**src/rtl/nva_pkg.sv**
```systemverilog
// Shared constants and types for the nearest value add unit.
`timescale 1ns / 1ps

package nva_pkg;

	localparam int TABLE_DEPTH = 16384;
	localparam int DATA_W      = 16;
	localparam int ADDR_W      = $clog2(TABLE_DEPTH);
	localparam int CNT_W       = $clog2(TABLE_DEPTH + 1);
	localparam int DIST_W      = DATA_W + 1;
	localparam int SUM_W       = DATA_W + 1;

	localparam logic [1:0] FUNC_CLEAR = 2'd0;
	localparam logic [1:0] FUNC_LOAD  = 2'd1;
	localparam logic [1:0] FUNC_QUERY = 2'd2;

	// tag travelling with each table read word
	typedef struct packed {
		logic vld;
		logic first;
	} nva_rd_t;

endpackage

```
**src/rtl/nva_best.sv**
```systemverilog
// Distance compare and best-entry tracker for the table scan.
`timescale 1ns / 1ps

module nva_best (
	input  logic                              clk,
	input  nva_pkg::nva_rd_t                  rd,
	input  logic signed [nva_pkg::DATA_W-1:0] query,
	input  logic signed [nva_pkg::DATA_W-1:0] data,
	output logic signed [nva_pkg::DATA_W-1:0] best
);

	logic signed [nva_pkg::DIST_W-1:0] diff;
	logic        [nva_pkg::DIST_W-1:0] abs_diff;
	logic        [nva_pkg::DIST_W-1:0] best_dist_q;
	logic signed [nva_pkg::DATA_W-1:0] best_q;
	logic                              take;

	always_comb begin
		diff     = nva_pkg::DIST_W'(data) - nva_pkg::DIST_W'(query);
		abs_diff = diff[nva_pkg::DIST_W-1] ? nva_pkg::DIST_W'(-diff) : nva_pkg::DIST_W'(diff);
		// strict less keeps the earliest entry on a tie
		take = rd.vld && (rd.first || (abs_diff < best_dist_q));
	end

	always_ff @(posedge clk) begin
		if (take) begin
			best_q      <= data;
			best_dist_q <= abs_diff;
		end
	end

	assign best = best_q;

endmodule

```
**config.mk**
```make
export PLATFORM = sky130hd
export DESIGN_NAME = nva_best
export DESIGN_NICKNAME = d
export VERILOG_FILES = /design/src/rtl/nva_pkg.sv /design/src/rtl/nva_best.sv
export SDC_FILE = /design/constraint.sdc
export NUM_CORES = 1
export LEC_CHECK = 0
export BUFFER_PORTS_ARGS = -buffer_cell sky130_fd_sc_hd__clkbuf_2
export CORE_ASPECT_RATIO = 0.5
export CORE_MARGIN = 5
export CORE_UTILIZATION = 56
export DETAILED_ROUTE_END_ITERATION = 16
export PLACE_DENSITY = 0.8
export SKIP_CTS_REPAIR_TIMING = 1
export SLEW_MARGIN = 5
export SYNTH_ARGS = -nofsm -noshare
export SYNTH_HDL_FRONTEND = slang
export SYNTH_SLANG_ARGS = --single-unit
```
**constraint.sdc**
```tcl
create_clock -name clk -period 6.6 [get_ports clk]
set_clock_uncertainty 0.05 [all_clocks]
set_input_delay 0.33 -clock clk [delete_from_list [all_inputs] [get_ports clk]]
set_output_delay 0.33 -clock clk [all_outputs]
set_load 0.05 [all_outputs]
```
==> results of run 1 <==
[where the power goes]
group          leakage [µW]  switching (µW)  internal [µW]  total (µW)
logic               0.00112             248            155         403
registers          0.000320            10.6            291         302
clock network     0.0000528            80.4            112         192
[worst min-delay path by stage]
stage / to / from / depth (start not counted) / slack, ps
after floorplan: best[0]$_DFFE_PP_ / data[0] / 0 / 380
after global routing: best[0]$_DFFE_PP_ / data[0] / 1 / 170
after detailed placement: best[5]$_DFFE_PP_ / data[5] / 1 / 480
final: best[0]$_DFFE_PP_ / data[0] / 1 / 170
after global placement: best[0]$_DFFE_PP_ / data[0] / 1 / 470
after CTS: best[0]$_DFFE_PP_ / data[0] / 1 / 170
[Yosys cell counts (2+ instances only)]
library cell | count | area share
and2_1 | 2 | 0.0045
nor3_1 | 7 | 0.013
nand4_1 | 2 | 0.0045
or3_1 | 2 | 0.0045
o21ai_0 | 9 | 0.016
a2111oi_0 | 2 | 0.0064
edfxtp_1 | 33 | 0.36
inv_1 | 39 | 0.053
ha_1 | 33 | 0.15
o31ai_1 | 3 | 0.0082
nor2_1 | 21 | 0.029
nor2b_1 | 6 | 0.014
a31oi_1 | 3 | 0.0068
a21bo_2 | 2 | 0.0073
clkbuf_1 | 2 | 0.0027
nand2_1 | 12 | 0.016
a21boi_0 | 2 | 0.0054
nand3_1 | 6 | 0.011
a311o_1 | 2 | 0.0073
and3_1 | 2 | 0.0045
xor2_1 | 9 | 0.029
xnor2_1 | 14 | 0.045
nand2b_1 | 2 | 0.0045
a311oi_1 | 2 | 0.0064
a21o_1 | 8 | 0.022
o21a_1 | 6 | 0.016
a21oi_1 | 15 | 0.027
o211ai_1 | 6 | 0.016
[flip-flops by register name (all words and copies together) (netlist names)]
signal,count
best,16
best_dist_q,17
[per-stage QoR]
stage	instances	setup slack [ps]	utilization
2_1_floorplan	280	645	-
3_3_place_gp	398	1280	0.640
3_5_place_dp	398	1050	0.640
4_1_cts	406	1360	0.662
5_1_grt	406	1010	0.662
6_report	406	1340	0.662
[kinds of logic (layout without fill, tap and decap cells)]
| kind of cell | Yosys count | after routing | share of synthesized area |
|---|---|---|---|
| AOI/OAI and AO/OA | 71 | 71 | 0.187 |
| muxes | 2 | 2 | 0.00772 |
| DFF | 33 | 33 | 0.360 |
| and+or+nand+nor | 74 | 74 | 0.154 |
| adders and majority gates | 34 | 34 | 0.157 |
| buffers and inverters | 43 | 99 | 0.0618 |
| xor gates and xnor gates | 23 | 23 | 0.0731 |
[per-layer routing]
layer | up-vias | wire length, µm | GRT usage
met5 | - | 0 | 0
li1 | 1132 | - | -
met1 | 1013 | 2740 | 0.252
met2 | 63 | 2690 | 0.312
met4 | 0 | 29 | 0.0355
met3 | 5 | 320 | 0.0348
[final cells by class]
| type | count | area, µm² | share of cell area |
|---|---|---|---|
| multi-input cells | 204 | 1610 | 0.502 |
| flip-flops and latches | 33 | 991 | 0.309 |
| repair buffers | 52 | 265 | 0.0827 |
| inverters | 39 | 146 | 0.0457 |
| well taps | 70 | 87.6 | 0.0273 |
| clock buffers | 6 | 72.6 | 0.0226 |
| clock inverters | 2 | 33.8 | 0.0105 |
[worst max-delay path, stage by stage]
cell,delay [ps]
clkbuf_2,90
inv_1,50
ha_1,160
inv_1,60
fa_1,410
a21o_2,230
nand4_4,110
a21oi_2,110
o2111a_1,300
o31ai_1,300
a311o_1,330
mux2_2,380
ha_1,270
a21boi_0,120
o21a_1,170
o21ai_0,140
a21oi_1,80
or3_1,310
a21oi_1,140
o21ai_0,160
a31oi_4,520
buf_4,410
==> results.tsv, run 1 <==
stage	metric	value	unit
outcome	status	finished clean	
logic_synthesis	Ys Warns	0	
placement	routability cong.	0.882	
timing	fmax	0.190	GHz
timing	hold slack	174	ps
timing	final worst path period need	5260	ps
detailed_routing	initial drt markers	125	
worst_setup_path	start point of the critical path	data[0]	
die	Ports	51	
logic_synthesis	Syn Area/Cell	9.84	µm²
detailed_routing	final WL	5780	µm
clocking	clock slew at reported path FFs	80	ps
pwr	PwrDens	280	nW/µm²
die	initial core utilization	0.569	
detailed_routing	DR pass1 iterations	5	
layout	most common cell after layout, fill and taps aside	clkbuf_2	
timing	crit share post-route	0.796	
worst_setup_path	flop2flop setup slack	3510	ps
die	core footprint	4840	µm²
global_routing	GRT overflow	0	
logic_synthesis	Synth async-reset ratio	0	
layout	Filler cells	382	
worst_setup_path	critical path peak fanout	22	
detailed_routing	WL/cell	14.2	µm
layout	most frequent cells in the layout	clkbuf_2, inv_1, ha_1, edfxtp_1, nor2_1	
logic_synthesis	Syn Nets	349	
die	# rows	18	
worst_setup_path	Worst EP required	6510	ps
pwr	leakage	0.00149	µW
die	die span in x	109	µm
logic_synthesis	Post-synth EDFFs	33	
detailed_routing	via count	2213	
timing	Setup-failing EPs final	0	
pwr	Tot Pwr	897	µW
placement	I/O Buffers	50	
logic_synthesis	Gate Count Post-Synth	280	
die	die area	6510	µm²
global_routing	initial antenna violation count	0	
clocking	clk root buf	clkbuf_8	
detailed_routing	Routed Antenna Nets	0	
placement	DP Area	3100	µm²
worst_setup_path	WS Path Type	in2reg	
clocking	TritonCTS clock tree	yes	
logic_synthesis	post-synthesis sequential area ratio	0.360	
logic_synthesis	Post-Syn Area	2760	µm²
job	Max-cap violations	0	
detailed_routing	# DRC	0	
placement	HPWL after DPL	4550	µm
layout	layout cells sized above 1	0.226	
pwr	Peak VDD IR	0.000118	V
layout	Final #Nets	404	
timing	max-slew violation count	0	
worst_setup_path	Setup crit end	best[14]$_DFFE_PP_	
global_routing	largest net degree at the start of global routing	23	
layout	Area Overhead vs Synth	16.3	%
clocking	worst-case clock buffer depth	2	
layout	antenna diode count	0	
clocking	H-tree Lvls	2	
timing	Slew HR	0.520	
clocking	clk_lat worst skew	290	ps
global_routing	number of global-route vias before repair	2144	
timing	final hold vios	0	
global_routing	first-pass GRT wire length	9510	µm
timing	RSZ-0062 raised after global routing	false	
worst_setup_path	R2R depth	11	
logic_synthesis	synthesized flop and latch total	33	
detailed_routing	drt via density	5.45	
worst_setup_path	reg-to-reg endpoint	best[14]$_DFFE_PP_	
logic_synthesis	Synth Flop Type	edfxtp_1	
hold_path	worst min path class	in2reg	
layout	design area	3210	µm²
clocking	TritonCTS buffer count	5	
global_routing	Tot GR Track Use	0.185	
worst_setup_path	CP Capture Type	flop	
timing	Worst Tran Pin Value	716	ps
worst_setup_path	Arr. time, crit path	5170	ps
die	die height	59.6	µm
clocking	Clock Sinks	33	
worst_setup_path	Crit Reg-Reg Startpoint	best_dist_q[1]$_DFFE_PP_	
timing	Total Neg Setup Slack	0	ps
worst_setup_path	startpoint types	input port	
logic_synthesis	synth unique cells	56	
Note: power is estimated with default switching activity, not from simulation.
==> inputs of run 2 (changes only) <==
- ABC_AREA: default -> 1
- CORE_UTILIZATION: 56 -> 52
- PLACE_DENSITY: 0.8 -> 0.77
- clock period: 6.6 -> 4.5 ns (I/O delays scaled with it)
==> results.tsv, run 2 <==
stage	metric	value	unit
detailed_routing	Routed Antenna Nets	0	
placement	pre-CTS setup slack	499	ps
detailed_routing	DR pass1 iterations	4	
die	# rows	20	
layout	register area	991	µm²
layout	Area Overhead vs Synth	16.7	%
pwr	Sw Share	0.383	
timing	max-slew violation count	0	
pwr	clock network fraction of design power	0.273	
timing	Worst Tran Pin Value	357	ps
logic_synthesis	synth top area cells	edfxtp_1, nand2_1, ha_1	
global_routing	initial antenna violation count	0	
job	Max-cap violations	0	
logic_synthesis	most numerous cell in the Yosys netlist	nand2_1	
hold_path	Hold Crit Depth	1	
worst_setup_path	Arr. time, crit path	3690	ps
logic_synthesis	Gate Count Post-Synth	448	
layout	layout cells sized above 1	0.180	
placement	HPWL after DPL	5480	µm
clocking	H-tree Lvls	2	
worst_setup_path	critical path peak fanout	29	
layout	Largest Register	best_dist_q	
layout	most frequent cells in the layout	nand2_1, inv_1, clkbuf_2, nand3_1	
logic_synthesis	Post-synth top cells	nand2_1, inv_1, nand3_1, edfxtp_1, ha_1	
detailed_routing	# DRC	0	
timing	crit share post-route	0.836	
timing	Setup-failing EPs final	0	
pwr	Peak VDD IR	0.000186	V
timing	Total Neg Setup Slack	0	ps
clocking	clock slew at reported path FFs	60	ps
clocking	clk_lat worst skew	280	ps
die	die height	65.2	µm
clocking	clk root buf	clkbuf_16	
layout	Final #Nets	574	
worst_setup_path	CP Capture Type	flop	
logic_synthesis	synth unique cells	32	
timing	final hold vios	0	
layout	max FFs per register	17	
outcome	status	finished clean	
pwr	Tot Pwr	1410	µW
worst_setup_path	R2R depth	10	
detailed_routing	via count	2854	
logic_synthesis	Syn Area/Cell	7.06	µm²
global_routing	Tot GR Track Use	0.183	
logic_synthesis	area share of the largest cell type after synthesis	0.313	
logic_synthesis	synthesized flop and latch total	33	
pwr	PwrDens	383	nW/µm²
layout	most common cell after layout, fill and taps aside	nand2_1	
placement	routability cong.	0.944	
die	Ports	51	
clocking	Clock Sinks	33	
die	die span in x	120	µm
pwr	Net Sw Power	542	µW
pwr	Reg power frac	0.302	
detailed_routing	initial drt markers	192	
worst_setup_path	WS Path Type	in2reg	
global_routing	number of global-route vias before repair	2638	
logic_synthesis	post-synthesis sequential area ratio	0.313	
detailed_routing	drt via density	4.90	
global_routing	first-pass GRT wire length	11500	µm
timing	RSZ-0062 raised after global routing	false	
placement	I/O Buffers	50	
logic_synthesis	Synth Flop Type	edfxtp_1	
clocking	worst-case clock buffer depth	2	
layout	multi-input combinational cell area	1790	µm²
detailed_routing	WL/cell	11.7	µm
clocking	TritonCTS buffer count	5	
die	die area	7840	µm²
timing	Slew HR	0.762	
layout	Post-Route Utilization	0.617	
timing	Final WS setup	740	ps
logic_synthesis	Synth async-reset ratio	0	
timing	fmax	0.266	GHz
layout	Filler cells	534	
die	initial core utilization	0.529	
logic_synthesis	Syn Nets	517	
worst_setup_path	Worst EP required	4430	ps
pwr	Int Pwr	872	µW
worst_setup_path	startpoint types	input port	
global_routing	largest net degree at the start of global routing	30	
clocking	TritonCTS clock tree	yes	
pwr	Comb pwr share	0.425	
logic_synthesis	Post-synth EDFFs	33	
detailed_routing	final WL	6850	µm
layout	antenna diode count	0	
pwr	leakage	0.00208	µW
logic_synthesis	Post-Syn Area	3160	µm²
logic_synthesis	Ys Warns	0	
die	core footprint	5980	µm²
logic_synthesis	area leader, netlist	edfxtp_1	
global_routing	GRT overflow	0	
worst_setup_path	flop2flop setup slack	2320	ps
hold_path	worst min path class	in2reg	
timing	final worst path period need	3760	ps
==> run 2: cell type report <==
cell class	instances	share of cell area
clock inverters	2	0.00915
flip-flops and latches	33	0.268
inverters	102	0.104
multi-input cells	312	0.484
repair buffers	51	0.0732
clock buffers	6	0.0349
well taps	77	0.0261
==> run 2: logic make-up (layout without fill, tap and decap cells) <==
kind of cell    Yosys count  count (layout)  synth area share
fa+ha+maj                34              34             0.137
buf+inv                 103             161             0.125
simple gates            240             240             0.344
xor+xnor                 11              11            0.0305
flops                    33              33             0.313
compound gates           27              27            0.0498
==> run 2: worst max-delay path: stages <==
cell      delay [ps]
clkbuf_2          90
inv_1             50
ha_1             130
inv_1             80
fa_1             470
nand2_1          160
nand2_1          120
nand2_1          100
nand2_1           50
nand2_1          140
nand3_1          110
nor2_2           100
nand2_1          110
nor2_4           130
nand3_2          110
nand3_1           90
nand2_1           70
ha_1             290
nand2_1           60
inv_1             30
o21ai_0          130
nand2_1           70
nor2_1           100
nand3_1          140
a21boi_4         260
buf_12           240
==> run 2: worst paths after layout <==
check / to / from
setup / recovery: best[4]$_DFFE_PP_ / data[0]
hold / removal: best[7]$_DFFE_PP_ / data[7]
setup reg to reg: best[4]$_DFFE_PP_ / best_dist_q[2]$_DFFE_PP_
hold reg to reg: best_dist_q[8]$_DFFE_PP_ / best_dist_q[0]$_DFFE_PP_
==> run 2: per-stage QoR <==
| step | std cells | hold WS, ps | area (µm²) |
|---|---|---|---|
| finish | 583 | 86.5 | 3690 |
| detailed placement | 575 | 372 | 3530 |
| CTS | 583 | 83.9 | 3690 |
| global placement | 575 | 367 | 3530 |
| global route | 583 | 83.2 | 3690 |
| floorplan | 448 | 274 | 3170 |
==> run 2: power by group through the flow <==
| stage | clock network, µW | registers [µW] | logic (µW) |
|---|---|---|---|
| global route | 409 | 432 | 685 |
| finish | 386 | 427 | 601 |
| global placement | 0 | 431 | 578 |
| detailed placement | 0 | 434 | 599 |
| floorplan | 0 | 493 | 396 |
| CTS | 392 | 428 | 605 |
==> run 2: routing by layer <==
metal / global-route usage / part of all wire
met5: 0 / 0
met4: 0.0537 / 0.015
met3: 0.0439 / 0.062
met2: 0.289 / 0.43
met1: 0.251 / 0.49
==> inputs of run 3 (changes only) <==
- clock period: 4.5 -> 3.3 ns (I/O delays scaled with it)
==> results.tsv, run 3 (synthesis gave the netlist of run 2 again) <==
stage	metric	value	unit
worst_setup_path	Largest stage delay, worst path	440	ps
pwr	Reg power frac	0.276	
detailed_routing	Routed Antenna Nets	0	
clocking	TritonCTS clock tree	yes	
clocking	clock slew at reported path FFs	60	ps
clocking	worst-case clock buffer depth	2	
clocking	TritonCTS buffer count	5	
worst_setup_path	Arr. time, crit path	3390	ps
pwr	PwrDens	491	nW/µm²
layout	most frequent cells in the layout	nand2_1, inv_1, buf_4, clkbuf_2, edfxtp_1	
global_routing	first-pass GRT wire length	12100	µm
detailed_routing	final WL	7740	µm
timing	max-slew violation count	0	
pwr	leakage	0.00238	µW
outcome	status	complete, but fails checks	
worst_setup_path	R2R depth	10	
layout	layout cells sized above 1	0.323	
worst_setup_path	WS Path Type	in2reg	
worst_setup_path	Crit Reg-Reg Startpoint	best_dist_q[6]$_DFFE_PP_	
pwr	Sw Share	0.394	
worst_setup_path	CP Capture Type	flop	
layout	most common cell after layout, fill and taps aside	nand2_1	
die	core footprint	5980	µm²
global_routing	Tot GR Track Use	0.192	
timing	Total Neg Setup Slack	-4040	ps
die	# rows	20	
pwr	Int Pwr	1280	µW
timing	crit share post-route	1.04	
timing	final worst path period need	3440	ps
placement	I/O Buffers	50	
placement	HPWL after DPL	5960	µm
timing	Worst Tran Pin Value	278	ps
clocking	Clock Sinks	33	
layout	antenna diode count	0	
pwr	Comb pwr share	0.507	
worst_setup_path	startpoint types	input port	
layout	Area Overhead vs Synth	36.0	%
layout	Filler cells	457	
placement	routability cong.	0.915	
detailed_routing	WL/cell	12.1	µm
detailed_routing	DR pass1 iterations	5	
worst_setup_path	Crit-path slowest cell	fa_2	
detailed_routing	via count	3138	
worst_setup_path	flop2flop setup slack	1150	ps
outcome	failing checks	negative setup slack	
detailed_routing	initial drt markers	255	
die	initial core utilization	0.529	
global_routing	initial antenna violation count	0	
timing	RSZ-0062 raised after global routing	true	
die	die area	7840	µm²
timing	fmax	0.290	GHz
timing	Setup-failing EPs final	33	
die	die height	65.2	µm
die	die span in x	120	µm
clocking	H-tree Lvls	2	
worst_setup_path	Setup crit end	best[13]$_DFFE_PP_	
timing	final hold vios	0	
worst_setup_path	Worst EP required	3250	ps
global_routing	largest net degree at the start of global routing	17	
clocking	clk_lat worst skew	280	ps
timing	Slew HR	0.814	
die	Ports	51	
pwr	clock network fraction of design power	0.217	
placement	pre-CTS setup slack	-490	ps
placement	dpl cells	624	
layout	post-route insts no fill	638	
layout	max FFs per register	17	
job	Max-cap violations	0	
clocking	clk root buf	clkbuf_16	
hold_path	worst min path class	in2reg	
global_routing	number of global-route vias before repair	2760	
worst_setup_path	critical path peak fanout	8	
detailed_routing	# DRC	0	
pwr	Peak VDD IR	0.000236	V
pwr	Net Sw Power	831	µW
layout	Largest Register	best_dist_q	
worst_setup_path	start point of the critical path	data[0]	
detailed_routing	drt via density	4.92	
layout	Final #Nets	629	
worst_setup_path	reg-to-reg endpoint	best[13]$_DFFE_PP_	
global_routing	GRT overflow	0	
timing	Final WS setup	-143	ps
[run 3: cell count changes in the layout (fill, tap and decap cells not counted), moves of 6 or more]
| cell | delta |
|---|---|
| nand3_2 | +6 |
| nand2_2 | +6 |
| buf_4 | +52 |
| nand3_1 | -6 |
| nand2_1 | -6 |
[run 3: cell type report]
cell class	instances	area (µm²)	area share
flip-flops and latches	33	991	0.230
well taps	77	96.3	0.0224
clock buffers	5	125	0.0291
repair buffers	106	747	0.174
clock inverters	3	17.5	0.00407
inverters	102	403	0.0936
multi-input cells	312	1920	0.447
[run 3: metal layers]
layer  vias to the layer above  share of wire  global-route usage
met2                       101           0.45               0.315
met1                      1394           0.48               0.274
met5                         -              0                   0
met4                         0          0.011              0.0297
met3                         8          0.060              0.0335
li1                       1635              -                   -
[run 3: power by group through the flow]
stage	Combinational, µW	Sequential, µW	Clock [µW]
global route	1200	589	485
CTS	975	583	466
finish	1070	583	457
global placement	934	588	0
floorplan	554	671	0
detailed placement	959	591	0
[run 3: how the worst min path moves through the flow]
| stage | start | end | slack (ps) | depth (start not counted) |
|---|---|---|---|---|
| final | data[10] | best[10]$_DFFE_PP_ | 30 | 1 |
| after global routing | data[10] | best[10]$_DFFE_PP_ | 20 | 1 |
| after CTS | data[7] | best[7]$_DFFE_PP_ | 30 | 1 |
| after detailed placement | data[6] | best[6]$_DFFE_PP_ | 310 | 1 |
| after global placement | data[8] | best[8]$_DFFE_PP_ | 310 | 1 |
| after floorplan | data[0] | best[0]$_DFFE_PP_ | 210 | 0 |
[run 3: metrics by stage]
step / power (µW) / area (µm²) / utilization / hold slack, ps
2_1_floorplan: 1220 / 3220 / - / 214
3_3_place_gp: 1520 / 3970 / 0.664 / 311
3_5_place_dp: 1550 / 3970 / 0.664 / 313
4_1_cts: 2020 / 4110 / 0.688 / 25.2
5_1_grt: 2270 / 4300 / 0.719 / 21.1
6_report: 2110 / 4300 / 0.719 / 27.4
[run 3: critical path, delay by kind of cell]
kind / cells / cell delay (ps)
simple gates: 11 / 1080
xor+xnor: 1 / 140
compound gates: 3 / 480
fa+ha+maj: 3 / 880
buf+inv: 7 / 630
